File: config.mk
export PLATFORM = sky130hd
export DESIGN_NAME = i2c_master_bit_engine_unit
export DESIGN_NICKNAME = d
export VERILOG_FILES = /design/src/hdl/i2cbe_pkg.sv /design/src/hdl/i2cbe_core.sv /design/src/hdl/i2cbe_out.sv /design/src/hdl/i2c_master_bit_engine_unit.sv
export SDC_FILE = /design/constraint.sdc
export NUM_CORES = 1
export LEC_CHECK = 0
export ABC_CLOCK_PERIOD_IN_PS = 6300
export BUFFER_PORTS_ARGS = -buffer_cell sky130_fd_sc_hd__buf_2
export CAP_MARGIN = 10
export CELL_PAD_IN_SITES_DETAIL_PLACEMENT = 1
export CELL_PAD_IN_SITES_GLOBAL_PLACEMENT = 1
export CORE_ASPECT_RATIO = 0.6
export CORE_MARGIN = 5
export CORE_UTILIZATION = 40
export CTS_BUF_LIST = sky130_fd_sc_hd__clkbuf_8
export CTS_CLUSTER_DIAMETER = 30
export DETAILED_ROUTE_END_ITERATION = 10
export PLACE_DENSITY = 0.67
export SKIP_LAST_GASP = 1
export SLEW_MARGIN = 20
export SYNTH_ARGS = -nofsm -noshare
export SYNTH_HDL_FRONTEND = slang
export SYNTH_SLANG_ARGS = --single-unit
File: constraint.sdc
create_clock -name clk -period 6.3 [get_ports clk]
set_clock_uncertainty 0.05 [all_clocks]
set_input_delay 1.575 -clock clk [delete_from_list [all_inputs] [get_ports clk]]
set_output_delay 1.575 -clock clk [all_outputs]
set_load 0.02 [all_outputs]
File: src/hdl/i2cbe_pkg.sv
// ----------------------------------------------------------------------------
// i2cbe_pkg
// shared types and constants for the i2c master bit engine
// ----------------------------------------------------------------------------
package i2cbe_pkg;

    localparam int UNIT_W  = 12;
    localparam int LIMIT_W = 8;
    localparam int CMD_W   = 3;
    localparam int BYTE_W  = 8;
    localparam int UCNT_W  = 3;
    localparam int BIT_W   = 4;
    localparam int CFG_W   = 12;
    localparam int CFG_IDX_W = 1;

    localparam logic [UNIT_W-1:0]  UNIT_TICKS_RST     = 12'd250;
    localparam logic [LIMIT_W-1:0] ACK_POLL_LIMIT_RST = 8'd250;

    localparam logic [CFG_IDX_W-1:0] REG_UNIT_TICKS     = 1'b0;
    localparam logic [CFG_IDX_W-1:0] REG_ACK_POLL_LIMIT = 1'b1;

    localparam logic [CMD_W-1:0] CMD_NONE  = 3'd0;
    localparam logic [CMD_W-1:0] CMD_START = 3'd1;
    localparam logic [CMD_W-1:0] CMD_STOP  = 3'd2;
    localparam logic [CMD_W-1:0] CMD_SEND  = 3'd3;
    localparam logic [CMD_W-1:0] CMD_WACK  = 3'd4;
    localparam logic [CMD_W-1:0] CMD_READ  = 3'd5;

    // delay lengths in units
    localparam logic [UCNT_W-1:0] UNITS_4 = 3'd4;
    localparam logic [UCNT_W-1:0] UNITS_2 = 3'd2;
    localparam logic [UCNT_W-1:0] UNITS_1 = 3'd1;
    localparam logic [UCNT_W-1:0] UNITS_0 = 3'd0;

    localparam logic [BIT_W-1:0] BITS_PER_BYTE = 4'd8;

    typedef enum logic [15:0] {
        PH_IDLE = 16'h0001,
        PH_ST1  = 16'h0002,
        PH_ST2  = 16'h0004,
        PH_SP1  = 16'h0008,
        PH_SP2  = 16'h0010,
        PH_SP3  = 16'h0020,
        PH_TXD  = 16'h0040,
        PH_TXH  = 16'h0080,
        PH_TXL  = 16'h0100,
        PH_WA1  = 16'h0200,
        PH_WA2  = 16'h0400,
        PH_POLL = 16'h0800,
        PH_RDL  = 16'h1000,
        PH_RDH  = 16'h2000,
        PH_AKL  = 16'h4000,
        PH_AKH  = 16'h8000
    } phase_t;

    typedef struct packed {
        logic              scl_level;
        logic              sda_level;
        logic              busy_res;
        logic              done_res;
        logic [BYTE_W-1:0] rx_byte;
        logic              ack_fail;
    } result_t;

endpackage

File: src/hdl/i2cbe_core.sv
// ----------------------------------------------------------------------------
// i2cbe_core
// bus sequencer: timing counters, phase state and next-tick update
// ----------------------------------------------------------------------------
module i2cbe_core
(
    input  logic                            clk,
    input  logic                            rst_n,
    input  logic                            cfg_wr_en,
    input  logic [i2cbe_pkg::CFG_IDX_W-1:0] cfg_index,
    input  logic [i2cbe_pkg::CFG_W-1:0]     cfg_data,
    input  logic                            take,
    input  logic [i2cbe_pkg::CMD_W-1:0]     cmd,
    input  logic [i2cbe_pkg::BYTE_W-1:0]    tx_byte,
    input  logic                            send_ack,
    input  logic                            sda_sample,
    output i2cbe_pkg::result_t              result
);

    logic [i2cbe_pkg::UNIT_W-1:0]  unit_ticks_reg;
    logic [i2cbe_pkg::LIMIT_W-1:0] ack_poll_limit_reg;

    i2cbe_pkg::phase_t             phase_reg, phase_next;
    logic [i2cbe_pkg::UNIT_W-1:0]  tick_reg, tick_next;
    logic [i2cbe_pkg::UCNT_W-1:0]  unit_reg, unit_next;
    logic [i2cbe_pkg::BIT_W-1:0]   bit_reg, bit_next;
    logic [i2cbe_pkg::BYTE_W-1:0]  shift_reg, shift_next;
    logic [i2cbe_pkg::LIMIT_W-1:0] poll_reg, poll_next;
    logic                          ack_choice_reg, ack_choice_next;
    logic                          scl_reg, scl_next;
    logic                          sda_reg, sda_next;
    logic                          fail_reg, fail_next;
    logic [i2cbe_pkg::BYTE_W-1:0]  rx_reg, rx_next;
    logic                          done;

    logic [i2cbe_pkg::UNIT_W-1:0]  unit_eff;
    logic [i2cbe_pkg::UNIT_W-1:0]  tick_inc;

    // a unit length of zero counts as one tick
    assign unit_eff = (unit_ticks_reg == '0) ? i2cbe_pkg::UNIT_W'(1) : unit_ticks_reg;

    always_comb
    begin
        phase_next      = phase_reg;
        tick_next       = tick_reg;
        unit_next       = unit_reg;
        bit_next        = bit_reg;
        shift_next      = shift_reg;
        poll_next       = poll_reg;
        ack_choice_next = ack_choice_reg;
        scl_next        = scl_reg;
        sda_next        = sda_reg;
        fail_next       = fail_reg;
        rx_next         = rx_reg;
        done            = 1'b0;
        tick_inc        = tick_reg + i2cbe_pkg::UNIT_W'(1);

        if (phase_reg == i2cbe_pkg::PH_IDLE)
        begin
            bit_next = '0;
            case (cmd)
                i2cbe_pkg::CMD_START:
                begin
                    sda_next   = 1'b1;
                    scl_next   = 1'b1;
                    phase_next = i2cbe_pkg::PH_ST1;
                    unit_next  = i2cbe_pkg::UNITS_4;
                    tick_next  = '0;
                end
                i2cbe_pkg::CMD_STOP:
                begin
                    scl_next   = 1'b0;
                    sda_next   = 1'b0;
                    phase_next = i2cbe_pkg::PH_SP1;
                    unit_next  = i2cbe_pkg::UNITS_4;
                    tick_next  = '0;
                end
                i2cbe_pkg::CMD_SEND:
                begin
                    shift_next = tx_byte;
                    scl_next   = 1'b0;
                    sda_next   = tx_byte[i2cbe_pkg::BYTE_W-1];
                    phase_next = i2cbe_pkg::PH_TXD;
                    unit_next  = i2cbe_pkg::UNITS_2;
                    tick_next  = '0;
                end
                i2cbe_pkg::CMD_WACK:
                begin
                    fail_next  = 1'b0;
                    poll_next  = '0;
                    sda_next   = 1'b1;
                    phase_next = i2cbe_pkg::PH_WA1;
                    unit_next  = i2cbe_pkg::UNITS_1;
                    tick_next  = '0;
                end
                i2cbe_pkg::CMD_READ:
                begin
                    ack_choice_next = send_ack;
                    shift_next      = '0;
                    sda_next        = 1'b1;
                    scl_next        = 1'b0;
                    phase_next      = i2cbe_pkg::PH_RDL;
                    unit_next       = i2cbe_pkg::UNITS_2;
                    tick_next       = '0;
                end
                default:
                begin
                end
            endcase
        end
        else
        begin
            if (phase_reg != i2cbe_pkg::PH_POLL)
            begin
                if (tick_inc >= unit_eff)
                begin
                    tick_next = '0;
                    unit_next = unit_reg - i2cbe_pkg::UCNT_W'(1);
                    if (unit_next == '0)
                    begin
                        case (phase_reg)
                            i2cbe_pkg::PH_ST1:
                            begin
                                sda_next   = 1'b0;
                                phase_next = i2cbe_pkg::PH_ST2;
                                unit_next  = i2cbe_pkg::UNITS_4;
                            end
                            i2cbe_pkg::PH_ST2:
                            begin
                                scl_next   = 1'b0;
                                phase_next = i2cbe_pkg::PH_IDLE;
                                done       = 1'b1;
                            end
                            i2cbe_pkg::PH_SP1:
                            begin
                                scl_next   = 1'b1;
                                phase_next = i2cbe_pkg::PH_SP2;
                                unit_next  = i2cbe_pkg::UNITS_4;
                            end
                            i2cbe_pkg::PH_SP2:
                            begin
                                sda_next   = 1'b1;
                                phase_next = i2cbe_pkg::PH_SP3;
                                unit_next  = i2cbe_pkg::UNITS_4;
                            end
                            i2cbe_pkg::PH_TXD:
                            begin
                                scl_next   = 1'b1;
                                phase_next = i2cbe_pkg::PH_TXH;
                                unit_next  = i2cbe_pkg::UNITS_2;
                            end
                            i2cbe_pkg::PH_TXH:
                            begin
                                scl_next   = 1'b0;
                                phase_next = i2cbe_pkg::PH_TXL;
                                unit_next  = i2cbe_pkg::UNITS_2;
                            end
                            i2cbe_pkg::PH_TXL:
                            begin
                                shift_next = {shift_reg[i2cbe_pkg::BYTE_W-2:0], 1'b0};
                                bit_next   = bit_reg + i2cbe_pkg::BIT_W'(1);
                                if (bit_next >= i2cbe_pkg::BITS_PER_BYTE)
                                begin
                                    phase_next = i2cbe_pkg::PH_IDLE;
                                    done       = 1'b1;
                                end
                                else
                                begin
                                    scl_next   = 1'b0;
                                    sda_next   = shift_reg[i2cbe_pkg::BYTE_W-2];
                                    phase_next = i2cbe_pkg::PH_TXD;
                                    unit_next  = i2cbe_pkg::UNITS_2;
                                end
                            end
                            i2cbe_pkg::PH_WA1:
                            begin
                                scl_next   = 1'b1;
                                phase_next = i2cbe_pkg::PH_WA2;
                                unit_next  = i2cbe_pkg::UNITS_1;
                            end
                            i2cbe_pkg::PH_WA2:
                            begin
                                phase_next = i2cbe_pkg::PH_POLL;
                                unit_next  = i2cbe_pkg::UNITS_0;
                            end
                            i2cbe_pkg::PH_RDL:
                            begin
                                scl_next   = 1'b1;
                                shift_next = {shift_reg[i2cbe_pkg::BYTE_W-2:0], sda_sample};
                                bit_next   = bit_reg + i2cbe_pkg::BIT_W'(1);
                                phase_next = i2cbe_pkg::PH_RDH;
                                unit_next  = i2cbe_pkg::UNITS_1;
                            end
                            i2cbe_pkg::PH_RDH:
                            begin
                                scl_next = 1'b0;
                                unit_next = i2cbe_pkg::UNITS_2;
                                if (bit_reg >= i2cbe_pkg::BITS_PER_BYTE)
                                begin
                                    sda_next   = ~ack_choice_reg;
                                    phase_next = i2cbe_pkg::PH_AKL;
                                end
                                else
                                begin
                                    phase_next = i2cbe_pkg::PH_RDL;
                                end
                            end
                            i2cbe_pkg::PH_AKL:
                            begin
                                scl_next   = 1'b1;
                                phase_next = i2cbe_pkg::PH_AKH;
                                unit_next  = i2cbe_pkg::UNITS_2;
                            end
                            i2cbe_pkg::PH_AKH:
                            begin
                                scl_next   = 1'b0;
                                rx_next    = shift_reg;
                                phase_next = i2cbe_pkg::PH_IDLE;
                                done       = 1'b1;
                            end
                            default:
                            begin
                                phase_next = i2cbe_pkg::PH_IDLE;
                                done       = 1'b1;
                            end
                        endcase
                        if (done)
                        begin
                            unit_next = '0;
                        end
                    end
                end
                else
                begin
                    tick_next = tick_inc;
                end
            end

            // polling starts on the tick the wait segment ends
            if (phase_next == i2cbe_pkg::PH_POLL)
            begin
                if (!sda_sample)
                begin
                    scl_next   = 1'b0;
                    phase_next = i2cbe_pkg::PH_IDLE;
                    unit_next  = '0;
                    tick_next  = '0;
                    done       = 1'b1;
                end
                else if (poll_reg >= ack_poll_limit_reg)
                begin
                    fail_next  = 1'b1;
                    scl_next   = 1'b0;
                    sda_next   = 1'b0;
                    phase_next = i2cbe_pkg::PH_SP1;
                    unit_next  = i2cbe_pkg::UNITS_4;
                    tick_next  = '0;
                end
                else
                begin
                    poll_next = poll_reg + i2cbe_pkg::LIMIT_W'(1);
                end
            end
        end
    end

    always_ff @(posedge clk or negedge rst_n)
    begin
        if (!rst_n)
        begin
            unit_ticks_reg     <= i2cbe_pkg::UNIT_TICKS_RST;
            ack_poll_limit_reg <= i2cbe_pkg::ACK_POLL_LIMIT_RST;
            phase_reg          <= i2cbe_pkg::PH_IDLE;
            tick_reg           <= '0;
            unit_reg           <= '0;
            bit_reg            <= '0;
            shift_reg          <= '0;
            poll_reg           <= '0;
            ack_choice_reg     <= 1'b0;
            scl_reg            <= 1'b1;
            sda_reg            <= 1'b1;
            fail_reg           <= 1'b0;
            rx_reg             <= '0;
        end
        else
        begin
            if (cfg_wr_en)
            begin
                case (cfg_index)
                    i2cbe_pkg::REG_UNIT_TICKS:
                        unit_ticks_reg <= cfg_data;
                    i2cbe_pkg::REG_ACK_POLL_LIMIT:
                        ack_poll_limit_reg <= cfg_data[i2cbe_pkg::LIMIT_W-1:0];
                    default:
                    begin
                    end
                endcase
            end
            if (take)
            begin
                phase_reg      <= phase_next;
                tick_reg       <= tick_next;
                unit_reg       <= unit_next;
                bit_reg        <= bit_next;
                shift_reg      <= shift_next;
                poll_reg       <= poll_next;
                ack_choice_reg <= ack_choice_next;
                scl_reg        <= scl_next;
                sda_reg        <= sda_next;
                fail_reg       <= fail_next;
                rx_reg         <= rx_next;
            end
        end
    end

    assign result.scl_level = scl_next;
    assign result.sda_level = sda_next;
    assign result.busy_res  = (phase_next != i2cbe_pkg::PH_IDLE);
    assign result.done_res  = done;
    assign result.rx_byte   = rx_next;
    assign result.ack_fail  = fail_next;

endmodule

File: src/hdl/i2cbe_out.sv
// ----------------------------------------------------------------------------
// i2cbe_out
// result register with valid/ready handshake toward the consumer
// ----------------------------------------------------------------------------
module i2cbe_out
(
    input  logic               clk,
    input  logic               rst_n,
    input  logic               load,
    input  i2cbe_pkg::result_t res_in,
    input  logic               out_ready,
    output logic               out_valid,
    output logic               can_load,
    output i2cbe_pkg::result_t res_out
);

    logic               valid_reg;
    i2cbe_pkg::result_t res_reg;

    // room when empty or the held transaction leaves this cycle
    assign can_load = !valid_reg || out_ready;

    always_ff @(posedge clk or negedge rst_n)
    begin
        if (!rst_n)
        begin
            valid_reg <= 1'b0;
        end
        else if (can_load)
        begin
            valid_reg <= load;
        end
    end

    always_ff @(posedge clk)
    begin
        if (load)
        begin
            res_reg <= res_in;
        end
    end

    assign out_valid = valid_reg;
    assign res_out   = res_reg;

endmodule

File: src/hdl/i2c_master_bit_engine_unit.sv
// an accepted tick's result is held in the output register from the next cycle
// throughput: one tick per cycle (core state update) while in_ready is high
// the result register takes a new tick while the consumer drains the old one
// reset (rst_n low, async): bus idle, scl and sda released, counters cleared,
// unit_ticks and ack_poll_limit back to 250, no result pending
// ----------------------------------------------------------------------------
// i2c_master_bit_engine_unit
// i2c master bit engine: start, stop, byte send/receive and ack polling
// ----------------------------------------------------------------------------
module i2c_master_bit_engine_unit
(
    input  logic                            clk,
    input  logic                            rst_n,
    input  logic                            cfg_wr_en,
    input  logic [i2cbe_pkg::CFG_IDX_W-1:0] cfg_index,
    input  logic [i2cbe_pkg::CFG_W-1:0]     cfg_data,
    input  logic                            in_valid,
    output logic                            in_ready,
    input  logic [i2cbe_pkg::CMD_W-1:0]     cmd,
    input  logic [i2cbe_pkg::BYTE_W-1:0]    tx_byte,
    input  logic                            send_ack,
    input  logic                            sda_sample,
    output logic                            out_valid,
    input  logic                            out_ready,
    output logic                            scl_level,
    output logic                            sda_level,
    output logic                            busy_res,
    output logic                            done_res,
    output logic [i2cbe_pkg::BYTE_W-1:0]    rx_byte,
    output logic                            ack_fail
);

    logic               take;
    i2cbe_pkg::result_t res_comb;
    i2cbe_pkg::result_t res_held;

    assign take = in_valid && in_ready;

    i2cbe_core u_core
    (
        .clk        (clk),
        .rst_n      (rst_n),
        .cfg_wr_en  (cfg_wr_en),
        .cfg_index  (cfg_index),
        .cfg_data   (cfg_data),
        .take       (take),
        .cmd        (cmd),
        .tx_byte    (tx_byte),
        .send_ack   (send_ack),
        .sda_sample (sda_sample),
        .result     (res_comb)
    );

    i2cbe_out u_out
    (
        .clk       (clk),
        .rst_n     (rst_n),
        .load      (take),
        .res_in    (res_comb),
        .out_ready (out_ready),
        .out_valid (out_valid),
        .can_load  (in_ready),
        .res_out   (res_held)
    );

    assign scl_level = res_held.scl_level;
    assign sda_level = res_held.sda_level;
    assign busy_res  = res_held.busy_res;
    assign done_res  = res_held.done_res;
    assign rx_byte   = res_held.rx_byte;
    assign ack_fail  = res_held.ack_fail;

endmodule
; ---- After elaboration in Yosys (flattened, before gate mapping)
; Index checks and enable logic that the tools add are counted.
[classes]
n_addsub = 4
magnitude_cmp = 4
eq_ne = 27
mux = 89
bitwise = 2
n_reduce_logical = 32
[op_table]
columns = cell, n
row1 = one-hot mux 16 bit (11 select lines), 1
row2 = 2-to-1 mux 16 bit, 8
row3 = 2-to-1 mux 8 bit, 14
row4 = 2-to-1 mux 12 bit, 8
row5 = one-hot mux 16 bit (5 select lines), 1
row6 = 2-to-1 mux 1 bit, 32
row7 = one-hot mux 8 bit (2 select lines), 2
row8 = 2-to-1 mux 3 bit, 9
row9 = 2-to-1 mux 4 bit, 5
row10 = == test 16 x 1 -> 1 bit (second input constant), 1
row11 = == test 16 x 10 -> 1 bit (second input constant), 1
row12 = == test 16 x 11 -> 1 bit (second input constant), 1
row13 = == test 16 x 12 -> 1 bit (second input constant), 1
row14 = == test 16 x 13 -> 1 bit (second input constant), 1
row15 = == test 16 x 14 -> 1 bit (second input constant), 1
row16 = == test 16 x 15 -> 1 bit (second input constant), 1
row17 = == test 16 bit (second input constant), 1
row18 = == test 16 x 2 -> 1 bit (second input constant), 1
row19 = == test 16 x 3 -> 1 bit (second input constant), 1
row20 = == test 16 x 4 -> 1 bit (second input constant), 1
row21 = == test 16 x 5 -> 1 bit (second input constant), 1
row22 = == test 16 x 7 -> 1 bit (second input constant), 1
row23 = == test 16 x 8 -> 1 bit (second input constant), 1
row24 = == test 16 x 9 -> 1 bit (second input constant), 1
row25 = other kinds (40), 63
[totals]
regBits = 97
input_bits = 31
output_inout_bits = 15
word_cells = 178

; ---- Logic depth before layout (Yosys ltp)
; Gate-level depths: netlist of the first run.
[logic_depth]
word_depth = 16
ltp_mapped = 17
mapped_depth_nobuf = 16

; ---- Hierarchy
; Synthesis of the first run repeated with hierarchy kept, for this count alone.
[unflattened]
hier_cells = 631
hier_area_um2 = 5870.6
[by_module_without_submodules]
columns = module, instances, cells_per_inst, area_each_um2, seq_area_each_um2
row1 = i2cbe_core, 1, 614, 5426.5, 2095.8
row2 = i2cbe_out, 1, 16, 437.9, 415.4
row3 = i2c_master_bit_engine_unit, 1, 1, 6.3, 0.0

; ---- Worst setup path before layout of the first run
; No wires, ideal clock.
[synth_path]
kind = flip-flop to flip-flop
startpoint = register u_core.tick_reg[2] (netlist name)
endpoint = register u_core.shift_reg[0] (netlist name)
setup_time_ps = 125
arrival_time_ps = 3507
t_required_ps = 6125
path_slack_ps = 2618
stages_incl_launch_ff = 17
path_buffers = 1
synth_period_minus_slack_ps = 3682
path_cell_list = dfrtp_1 nand3_1 nor3_1 and3_1 nand3_1 xnor2_1 ha_1 nand4_1 nor4_1 nand2_1 a21o_2 nor2_2 o21ai_1 nor2b_1 or2_1 buf_4 mux2_4
[synth_between]
elab_chain_cells = 4
[synth_rtl]
columns = element, line_no
row1 = from (decl), i2cbe_core.sv:24  ; logic [i2cbe_pkg::UNIT_W-1:0] tick_reg, tick_next;
row2 = from (signal assigned), i2cbe_core.sv:302  ; tick_reg <= tick_next;
row3 = adder 12 x 1 -> 12 bit, i2cbe_core.sv:56  ; tick_inc = tick_reg + i2cbe_pkg::UNIT_W'(1);
row4 = >= comparator 12 bit, i2cbe_core.sv:115  ; if (tick_inc >= unit_eff)
row5 = nonzero test 2 bit (no line), -
row6 = AND reduction 6 bit (no line), -
row7 = to (signal assigned), i2cbe_core.sv:305  ; shift_reg <= shift_next;
row8 = to (decl), i2cbe_core.sv:27  ; logic [i2cbe_pkg::BYTE_W-1:0] shift_reg, shift_next;
; No other way between the ends.
; A chain may end at the register's enable or synchronous reset.

; ---- Final worst setup path of the first run
[layout_path]
startpoint = register u_core.tick_reg[0] (netlist name)
endpoint = register u_core.shift_reg[4] (netlist name)
; Same word-level chain as after synthesis.

==> impl_metrics.csv, run 1 <==
group,metric,value,unit
clock_network,clk_pin_slew_worst_paths,100,ps
clock_network,cts-resized-gates,0,
floorplan,io_pins,46,
clock_network,cts_tree,"built",
worst_setup_path,r2r_slack,1730,ps
final_layout,largest_reg_flops,16,
floorplan,die_w,170,um
floorplan,start_util,40.3,%
floorplan,die_area,0.0180,sq mm
worst_setup_path,r2r-end,"u_core.shift_reg[4]",
worst_hold_path,min-delay-start,"u_core.rx_reg[4]",
route,drc,0,
route,drt_iter0_drc,359,
synthesis,synth_warnings,0,
place,port_buffers,45,
floorplan,rows,35,
flow_run,cap_violations,0,
sta,final_hold_viol_count,0,
pwr,pwr-share-clk,21.1,%
synthesis,syn-cell-area,0.00612,sq mm
route,vias,5228,
clock_network,cts_buffers,9,
clock_network,cts.sinks,97,
global_route,use_met1,31.6,%
synthesis,yosys_most_used_dff,"dfrtp_1",
route,vias_per_cell,5.73,
pwr,p_switching,0.000736,W
sta,slew-limit-headroom,47.8,%
sta,tightestPinTransition,763,ps
synthesis,syn-num-nets,731,
worst_setup_path,path_class,"reg -> reg",
sta,finalCritPeriodShare,72.5,%
clock_network,cts_setup_buffers,0,
final_layout,final_nets,762,
synthesis,ys_types,75,
clock_network,ctsHoldBuffers,0,
floorplan,core_area,0.0152,sq mm
clock_network,cts.htree.levels,3,
pwr,seqPwrFrac,45.6,%
place,pre_cts_ws,1740,ps
sta,fin_ws,1730,ps
sta,maxSlewViolCount,0,
synthesis,avgSynthCellArea,9.08,sq um
worst_setup_path,critPathLaunchType,"flip-flop",
sta,setup_violations,0,
worst_setup_path,r2r_cells,15,
final_layout,antenna_cells,0,
global_route,grt.total_usage,20.6,%
synthesis,ys_seq_area_share,41.0,%
sta,clock.fmax,219,MHz
final_layout,drive_gt1_share,18.6,%
sta,fin_crit,4570,ps
place,place_hpwl,13.6,mm
synthesis,synth_edf_count,13,
pwr,switching_share,39.4,%
global_route,grt_use_met3,4.31,%
worst_setup_path,cp.arrival,4780,ps
route,dr.pass1.iters,5,
pwr,intPower,0.00113,W
sta,rsz0062_at_grt,"no",
clock_network,clock_latency,370,ps
worst_setup_path,cp_max_fo,16,
route,wirelength,17.8,mm
final_layout,syn_to_final_growth,8.79,%
route,wl_per_cell,19.5,um
route,ant_nets,0,
pwr,vdd_drop_max,0.000115,V
global_route,gr-usage-met2,30.2,%
global_route,grt_max_degree,57,
synthesis,synth_async_sr_flop_share,86.6,%
global_route,gr-max-usage-layer,"met1",
pwr,combinationalPowerShare,33.3,%
sta,setup_tns,0,ps
clock_network,cts-root-buf,"clkbuf_8",
pwr,power_density,281,mW/mm^2
floorplan,fp.dieH,106,um
global_route,grt-ovfl-total,0,
worst_hold_path,whs_path_depth,2,
global_route,antenna_found_initial,0,
synthesis,syn_inst,674,
worst_hold_path,hold_end,"u_core.rx_reg[4]",
status,status,"complete, no violations",
global_route,grt_first_pass_wirelength,29.4,mm
worst_setup_path,worstReg2RegStart,"u_core.tick_reg[0]",
worst_setup_path,worstSetupEndpointType,"flip-flop",
worst_setup_path,required,6510,ps
global_route,grt_pass1_vias,5342,
pwr,leakage,3.09,nW
synthesis,ys_seq_elements,97,
clock_network,clock_path_buffers,2,
place,gp_congestion,0.895,
worst_hold_path,min_path_type,"reg -> reg",
## cells by family (layout without fill, tap and decap cells)
kind of cell               after synthesis  in the layout  synth area share (%)
and+or+nand+nor                        307            307                  26.0
DFF                                     97             97                  41.0
buffers and inverters                   59             95                  4.37
muxes                                   30             30                  5.99
adders and majority gates               26             26                  5.31
AOI/OAI and AO/OA                      147            147                  16.1
xor gates and xnor gates                 8              8                  1.14
## layer usage
metal / wire (um) / vias to the layer above
met5: 0 / -
met3: 1170 / 10
met2: 7410 / 139
met4: 113 / 0
met1: 9140 / 2597
li1: - / 2482
## cells in the mapped netlist (5+ instances only)
| cell | instances | share of area [%] |
|---|---|---|
| nor4_1 | 7 | 0.72 |
| edfxtp_1 | 13 | 6.4 |
| ha_1 | 26 | 5.3 |
| o21ai_0 | 39 | 3.2 |
| and3_1 | 9 | 0.92 |
| inv_1 | 29 | 1.8 |
| xor2_1 | 5 | 0.72 |
| dfrtp_1 | 69 | 28 |
| a21o_1 | 15 | 1.8 |
| or3_1 | 8 | 0.82 |
| a211oi_1 | 5 | 0.61 |
| a21oi_1 | 32 | 2.6 |
| nor3_1 | 14 | 1.1 |
| o211ai_1 | 5 | 0.61 |
| nor2_1 | 37 | 2.3 |
| nand3_1 | 32 | 2.6 |
| a22o_1 | 8 | 1.1 |
| dfstp_2 | 15 | 6.4 |
| clkbuf_1 | 13 | 0.80 |
| or2_2 | 5 | 0.51 |
| mux2_2 | 21 | 3.9 |
| nand4_1 | 8 | 0.82 |
| mux2_4 | 8 | 2.0 |
| buf_2 | 10 | 0.82 |
| nand2_1 | 123 | 7.5 |
| nor2b_1 | 6 | 0.61 |
| nand2b_1 | 22 | 2.2 |
| a31oi_1 | 6 | 0.61 |
## stage by stage
step	cells	power, W	instance area [sq um]	utilization, %	hold WS [ps]
final	913	0.00187	6660	43.8	435
after global routing	913	0.00199	6660	43.8	466
after CTS	913	0.00188	6660	43.8	436
after detailed placement	897	0.00148	6480	42.7	410
after global placement	897	0.00145	6480	42.7	403
after floorplan	674	0.00129	6120	-	392
## area by class of cell
type	count	area (sq um)
repair buffers	50	265
clock inverters	7	53.8
fillers	1804	8540
clock buffers	9	124
inverters	29	109
flip-flops and latches	97	2510
multi-input cells	518	3340
well taps	203	254
## power by group through the flow
stage / sequential (W) / combinational [W] / clock, W
2_1_floorplan: 0.000808 / 0.000482 / 0
3_3_place_gp: 0.000855 / 0.000596 / 0
3_5_place_dp: 0.000862 / 0.000618 / 0
4_1_cts: 0.000850 / 0.000621 / 0.000408
5_1_grt: 0.000865 / 0.000694 / 0.000434
6_report: 0.000852 / 0.000622 / 0.000394
## how the worst max path moves through the flow
stage,endpoint,startpoint
3_3_place_gp,u_core.shift_reg[4],u_core.tick_reg[0]
2_1_floorplan,u_core.shift_reg[0],u_core.tick_reg[2]
6_report,u_core.shift_reg[4],u_core.tick_reg[0]
4_1_cts,u_core.shift_reg[7],u_core.tick_reg[0]
5_1_grt,u_core.shift_reg[7],u_core.tick_reg[2]
3_5_place_dp,u_core.shift_reg[4],u_core.tick_reg[0]
## worst max-delay path: stages (launching register included)
cell and delay [ps]:
dfrtp_1 430, nand3_1 160, nor3_1 350, and3_1 240
nand3_1 100, xnor2_1 240, ha_1 300, nand4_1 120
inv_1 60, a221oi_2 530, a21o_2 430, nor2_2 100
o21ai_1 250, nor2b_1 260, or2_1 480, mux2_4 350
## placed cells by master, fill, tap and decap left out, types with 21 or more instances in the layout
| cell type | count |
|---|---|
| dfrtp_1 | 69 |
| inv_1 | 30 |
| nor2_1 | 37 |
| a21oi_1 | 32 |
| o21ai_0 | 39 |
| mux2_2 | 21 |
| buf_2 | 44 |
| nand3_1 | 32 |
| nand2b_1 | 22 |
| ha_1 | 26 |
| nand2_1 | 123 |
Power figures use the tool's default switching activity.
==> run 2: changes to the inputs <==
--- a/config.mk
+++ b/config.mk
@@ -5,7 +5,7 @@
 export SDC_FILE = /design/constraint.sdc
 export NUM_CORES = 1
 export LEC_CHECK = 0
-export ABC_CLOCK_PERIOD_IN_PS = 6300
+export ABC_CLOCK_PERIOD_IN_PS = 4000
 export BUFFER_PORTS_ARGS = -buffer_cell sky130_fd_sc_hd__buf_2
 export CAP_MARGIN = 10
 export CELL_PAD_IN_SITES_DETAIL_PLACEMENT = 1
@@ -16,7 +16,7 @@
 export CTS_BUF_LIST = sky130_fd_sc_hd__clkbuf_8
 export CTS_CLUSTER_DIAMETER = 30
 export DETAILED_ROUTE_END_ITERATION = 10
-export PLACE_DENSITY = 0.67
+export PLACE_DENSITY = 0.7
 export SKIP_LAST_GASP = 1
 export SLEW_MARGIN = 20
 export SYNTH_ARGS = -nofsm -noshare
==> constraint.sdc (replaced) <==
create_clock -name clk -period 4 [get_ports clk]
set_clock_uncertainty 0.05 [all_clocks]
set_input_delay 1 -clock clk [delete_from_list [all_inputs] [get_ports clk]]
set_output_delay 1 -clock clk [all_outputs]
set_load 0.02 [all_outputs]
==> run 2 against run 1 <==
Critical path depth rose by 3. Total power rose by 67%. Routed wire length rose by 4.9%. Largest power group unchanged. Largest cell class unchanged. Final area rose by 7.4%.
==> impl_metrics.csv, run 2 (synthesized netlist as in run 1, its figures left out) <==
group,metric,value,unit
status,status,"complete, no violations",
global_route,grt_max_degree,81,
worst_setup_path,r2r_cells,18,
worst_setup_path,r2r_slack,130,ps
final_layout,drive_gt1_share,25.4,%
sta,final_hold_viol_count,0,
clock_network,cts.sinks,97,
sta,setup_tns,0,ps
sta,finalCritPeriodShare,96.7,%
place,dpl.cell_count,913,
floorplan,fp.dieH,106,um
clock_network,clock_latency,380,ps
final_layout,register_area,0.00251,sq mm
final_layout,instances_no_fill,944,
global_route,grt.total_usage,21.0,%
worst_setup_path,worstReg2RegStart,"u_core.tick_reg[0]",
global_route,grt_first_pass_wirelength,30.1,mm
clock_network,cts-root-buf,"clkbuf_8",
pwr,vdd_drop_max,0.000229,V
final_layout,final_nets,793,
flow_run,cap_violations,0,
floorplan,core_area,0.0152,sq mm
floorplan,start_util,40.3,%
final_layout,fillers,1760,
clock_network,ctsHoldBuffers,0,
sta,slew-limit-headroom,38.3,%
route,vias_per_cell,5.67,
pwr,leakage,3.31,nW
route,wirelength,18.7,mm
place,place_hpwl,14.0,mm
clock_network,cts.htree.levels,3,
route,drc,0,
final_layout,final_common_cell,"nand2_1",
route,dr.pass1.iters,5,
sta,tightestPinTransition,901,ps
worst_setup_path,cp_max_fo,7,
sta,clock.fmax,258,MHz
place,gp_congestion,0.877,
clock_network,cts_tree,"built",
floorplan,die_area,0.0180,sq mm
final_layout,largest_reg_flops,16,
final_layout,multi_input_area,0.00353,sq mm
clock_network,cts_buffers,9,
final_layout,utilization,47.1,%
final_layout,syn_to_final_growth,16.8,%
worst_setup_path,cp-endpoint,"u_core.tick_reg[11]",
sta,maxSlewViolCount,0,
worst_setup_path,r2r-end,"u_core.tick_reg[11]",
worst_setup_path,critPathLaunch,"u_core.tick_reg[0]",
worst_setup_path,path_class,"reg -> reg",
worst_hold_path,min_path_type,"reg -> reg",
clock_network,clk_pin_slew_worst_paths,110,ps
global_route,antenna_found_initial,0,
worst_setup_path,critPathLaunchType,"flip-flop",
floorplan,io_pins,46,
floorplan,die_w,170,um
sta,setup_violations,0,
worst_setup_path,cp_cell_sequence,"buf_6 > nand3_4 > nor3_4 > and3_4 > nand3_2 > xnor2_2 > ha_4 > nand4_1 > nor4_4 > nand2_2 > buf_6 > a211o_1 > a21o_4 > nand2_4 > nand3_4 > a31o_4 > buf_12 > a22o_1",
sta,fin_crit,3870,ps
route,drt_iter0_drc,337,
final_layout,layout_common_cells,"nand2_1 (118), dfrtp_1 (66), buf_2 (44), o21ai_0 (39), nor2_1 (37)",
global_route,grt_pass1_vias,5599,
worst_setup_path,critPathSlowestCell,"dfrtp_2",
route,ant_nets,0,
final_layout,antenna_cells,0,
sta,fin_ws,132,ps
worst_setup_path,cp.arrival,4070,ps
route,vias,5355,
floorplan,rows,35,
pwr,power_density,437,mW/mm^2
place,port_buffers,45,
route,wl_per_cell,19.8,um
worst_setup_path,worstSetupEndpointType,"flip-flop",
global_route,grt-ovfl-total,0,
clock_network,clock_path_buffers,2,
worst_setup_path,required,4200,ps
place,pre_cts_ws,-226,ps
worst_setup_path,crit_path_max_incr_delay,440,ps
## run 2: cell count changes in the layout (fill, tap and decap cells not counted), sizes merged
cell,change
buf,+30
clkbuf,+1
## run 2: layout make-up
class | instances | share of cell area [%]
inverters | 29 | 1.52
clock inverters | 7 | 0.840
flip-flops and latches | 97 | 35.2
well taps | 203 | 3.55
clock buffers | 9 | 1.73
repair buffers | 81 | 7.82
multi-input cells | 518 | 49.4
## run 2: metrics by stage
step | total power (W) | hold WS [ps] | area (sq um)
final | 0.00312 | 439 | 7150
after global routing | 0.00332 | 477 | 7150
after CTS | 0.00303 | 442 | 6850
after detailed placement | 0.00235 | 414 | 6630
after global placement | 0.00229 | 404 | 6630
after floorplan | 0.00203 | 392 | 6120
## run 2: metal layers
metal / track usage, % / share of wire, % / vias up
met5: 0 / 0 / -
met4: 4.02 / 0.89 / 0
met3: 4.20 / 4.9 / 16
met2: 30.6 / 43 / 132
met1: 32.1 / 51 / 2666
li1: - / - / 2541
## run 2: where the power goes
part | switching [W] | internal, W
clock network | 0.000406 | 0.000239
logic | 0.000646 | 0.000479
registers | 0.000191 | 0.00116
total | 0.00124 | 0.00188
## run 2: what timing repair did
item                                    4_1_cts  5_1_grt
gates cloned                                  0        1
buffers inserted                              1       13
resized for setup                             4       37
pin swaps                                     2       15
endpoints found under the setup margin       56       68
## run 2: worst min-delay path by stage
stage          slack (ps)  depth (start not counted)        startpoint               end
3_5_place_dp          410                          2  u_core.rx_reg[5]  u_core.rx_reg[5]
4_1_cts               440                          2  u_core.rx_reg[5]  u_core.rx_reg[5]
5_1_grt               480                          2  u_core.rx_reg[0]  u_core.rx_reg[0]
2_1_floorplan         390                          2  u_core.rx_reg[0]  u_core.rx_reg[0]
6_report              440                          2  u_core.rx_reg[5]  u_core.rx_reg[5]
3_3_place_gp          400                          2  u_core.rx_reg[6]  u_core.rx_reg[6]
## run 2: worst max-delay path, delay by kind of cell, from the launching register on
kind | cells | cell delay, ps
compound gates | 4 | 950
flops | 1 | 440
xor+xnor | 1 | 180
fa+ha+maj | 1 | 280
simple gates | 9 | 1410
buf+inv | 3 | 420
==> run 3: changes to the inputs <==
--- a/config.mk
+++ b/config.mk
@@ -21,4 +21,5 @@
 export SLEW_MARGIN = 20
 export SYNTH_ARGS = -nofsm -noshare
 export SYNTH_HDL_FRONTEND = slang
+export SYNTH_HIERARCHICAL = 1
 export SYNTH_SLANG_ARGS = --single-unit
==> run 3 against run 2 <==
Global-route usage fell by 0.76 points. Combinational power fell by 43%. Sequential share of layout area rose by 3.1 points. Via count fell by 6.2%.
==> impl_metrics.csv, run 3 <==
group,metric,value,unit
clock_network,cts-root-buf,"clkbuf_8",
synthesis,synth_edf_count,13,
clock_network,cts.sinks,97,
worst_setup_path,critPathSlowestCell,"dfrtp_1",
route,drt_iter0_drc,346,
synthesis,yosys_most_used_dff,"dfrtp_1",
worst_hold_path,min-delay-start,"u_core/rx_reg[7]",
final_layout,final_common_cell,"nand2_1",
clock_network,clock_path_buffers,2,
synthesis,synth_top_area_cell,"dfrtp_1",
clock_network,cts_buffers,9,
status,status,"complete, no violations",
worst_setup_path,cp_top_family,"simple AND/OR/NAND/NOR gates",
floorplan,io_pins,46,
final_layout,layout_common_cells,"nand2_1 (71), dfrtp_1 (69), nor2_1 (51), buf_2 (44), o21ai_0 (44)",
final_layout,drive_gt1_share,22.1,%
route,vias_per_cell,5.77,
floorplan,die_w,166,um
floorplan,fp.dieH,104,um
synthesis,ys_seq_area_share,42.8,%
pwr,power.total,0.00267,W
final_layout,final_area,0.00657,sq mm
final_layout,antenna_cells,0,
clock_network,cts.htree.levels,3,
synthesis,ys_types,68,
synthesis,synth_area_leaders,"dfrtp_1 (29%), dfstp_2 (6.7%), edfxtp_1 (6.6%)",
place,gp_congestion,0.913,
worst_setup_path,worstReg2RegStart,"u_core/tick_reg[0]",
pwr,p_switching,0.000951,W
final_layout,syn_to_final_growth,11.9,%
pwr,power_density,407,mW/mm^2
synthesis,synth_async_sr_flop_share,86.6,%
global_route,grt_max_degree,69,
clock_network,clk_pin_slew_worst_paths,120,ps
worst_setup_path,path_class,"reg -> reg",
sta,fin_crit,3840,ps
route,wirelength,17.3,mm
pwr,leakage,2.88,nW
worst_setup_path,cp.arrival,3920,ps
pwr,switching_share,35.6,%
synthesis,synth_most_common_cell,"nand2_1",
synthesis,avgSynthCellArea,9.30,sq um
place,post_dp_cell_area,0.00628,sq mm
sta,clock.fmax,260,MHz
route,drc,0,
synthesis,syn_inst,631,
clock_network,clock_latency,390,ps
final_layout,largest_reg_flops,16,
sta,maxSlewViolCount,0,
global_route,grt-ovfl-total,0,
sta,finalCritPeriodShare,96.0,%
synthesis,syn-cell-area,0.00587,sq mm
clock_network,cts_tree,"built",
pwr,pwr-share-clk,27.0,%
global_route,grt.total_usage,20.2,%
route,wl_per_cell,19.8,um
sta,tightestPinTransition,916,ps
sta,final_hold_viol_count,0,
worst_setup_path,critPathLaunch,"u_core/tick_reg[0]",
worst_setup_path,cp_cell_sequence,"and3_1 > nand3_1 > nor2_1 > and3_1 > nand3_1 > xnor2_1 > ha_1 > a21oi_1 > o21ai_2 > and2_1 > a21oi_4 > nor2_4 > a211o_1 > a211oi_1 > nand4_1",
sta,setup_violations,0,
pwr,combinationalPowerShare,24.0,%
route,vias,5022,
worst_setup_path,critPathLaunchType,"flip-flop",
synthesis,synth_warnings,6,
synthesis,syn-num-nets,688,
global_route,antenna_found_initial,0,
worst_setup_path,required,4080,ps
floorplan,rows,34,
synthesis,synth_commonest_cells,"nand2_1 (72), dfrtp_1 (69), nor2_1 (52), o21ai_0 (46), a21oi_1 (39)",
final_layout,final_nets,725,
place,place_hpwl,13.0,mm
pwr,intPower,0.00172,W
synthesis,ys_seq_elements,97,
place,port_buffers,45,
floorplan,core_area,0.0144,sq mm
route,ant_nets,0,
worst_setup_path,worstSetupEndpointType,"flip-flop",
worst_hold_path,min_path_type,"reg -> reg",
worst_setup_path,cp.buffers_inverters,0,
pwr,vdd_drop_max,0.000214,V
global_route,grt_pass1_vias,5172,
global_route,grt_first_pass_wirelength,28.4,mm
floorplan,start_util,40.7,%
worst_setup_path,crit_path_max_incr_delay,450,ps
route,dr.pass1.iters,5,
sta,slew-limit-headroom,38.9,%
synthesis,synth_top_area_share,29.4,%
pwr,seqPwrFrac,49.0,%
worst_setup_path,cp_max_fo,7,
flow_run,cap_violations,0,
floorplan,die_area,0.0173,sq mm
==> run 3: kinds of logic (layout without fill, tap and decap cells) <==
group	Yosys count	in the layout	synth area share, %
AOI/OAI and AO/OA	150	150	15.8
xor gates and xnor gates	21	21	3.13
adders and majority gates	26	26	5.54
buffers and inverters	67	109	5.03
DFF	97	97	42.8
muxes	32	32	6.12
and+or+nand+nor	238	238	21.6
==> run 3: final cells by class <==
type	instances	area, sq um
clock buffer	9	124
inverter	32	120
sequential	97	2510
tap	198	248
timing repair buffer	61	348
multi-input combinational	467	3120
clock inverter	7	92.6
fill	1716	7860
==> run 3: worst register-to-register path, delay by kind of cell, from the launching register on <==
| kind | cells | cell delay (ps) |
|---|---|---|
| compound gates | 5 | 1150 |
| xor+xnor | 1 | 240 |
| fa+ha+maj | 1 | 300 |
| flops | 1 | 450 |
| simple gates | 8 | 1410 |
==> run 3: timing repair <==
item	CTS	global route
pin swaps	0	1
buffers inserted	0	1
hold endpoints to repair	0	0
hold buffers	0	0
cloned	0	0
setup endpoints to repair	25	54
resized for setup	5	11
==> run 3: stage by stage <==
step | setup WS, ps | util (%) | hold WS [ps] | setup TNS (ps) | cells
3_3_place_gp | 100 | 43.6 | 434 | 0 | 854
5_1_grt | -29.1 | 45.5 | 486 | -40.8 | 871
2_1_floorplan | 573 | - | 425 | 0 | 631
3_5_place_dp | -250 | 43.6 | 444 | -3200 | 854
4_1_cts | 6.33 | 45.2 | 472 | 0 | 870
6_report | 159 | 45.5 | 466 | 0 | 871
==> run 3: worst paths after layout <==
path	to	slack, ps	cells after the start
setup / recovery	u_out/res_out[10]	160	15
hold / removal	u_core/rx_reg[7]	470	1
setup reg to reg	u_out/res_out[10]	160	15
hold reg to reg	u_core/rx_reg[7]	470	1
max in group asynchronous	u_core/sda_reg	2440	2
min in group asynchronous	u_core/tick_reg[2]	680	1
==> run 3: per-layer routing <==
metal | share of wire [%] | vias to the layer above | track usage, %
met5 | 0 | - | 0
met3 | 6.4 | 10 | 4.87
li1 | - | 2339 | -
met2 | 42 | 145 | 29.5
met4 | 0.70 | 0 | 3.39
met1 | 51 | 2528 | 30.7
==> run 3: power groups by stage <==
stage / Combinational [W] / Sequential [W] / Clock, W
4_1_cts: 0.000634 / 0.00130 / 0.000747
3_5_place_dp: 0.000627 / 0.00132 / 0
5_1_grt: 0.000726 / 0.00133 / 0.000787
6_report: 0.000641 / 0.00131 / 0.000722
2_1_floorplan: 0.000480 / 0.00125 / 0
3_3_place_gp: 0.000590 / 0.00131 / 0
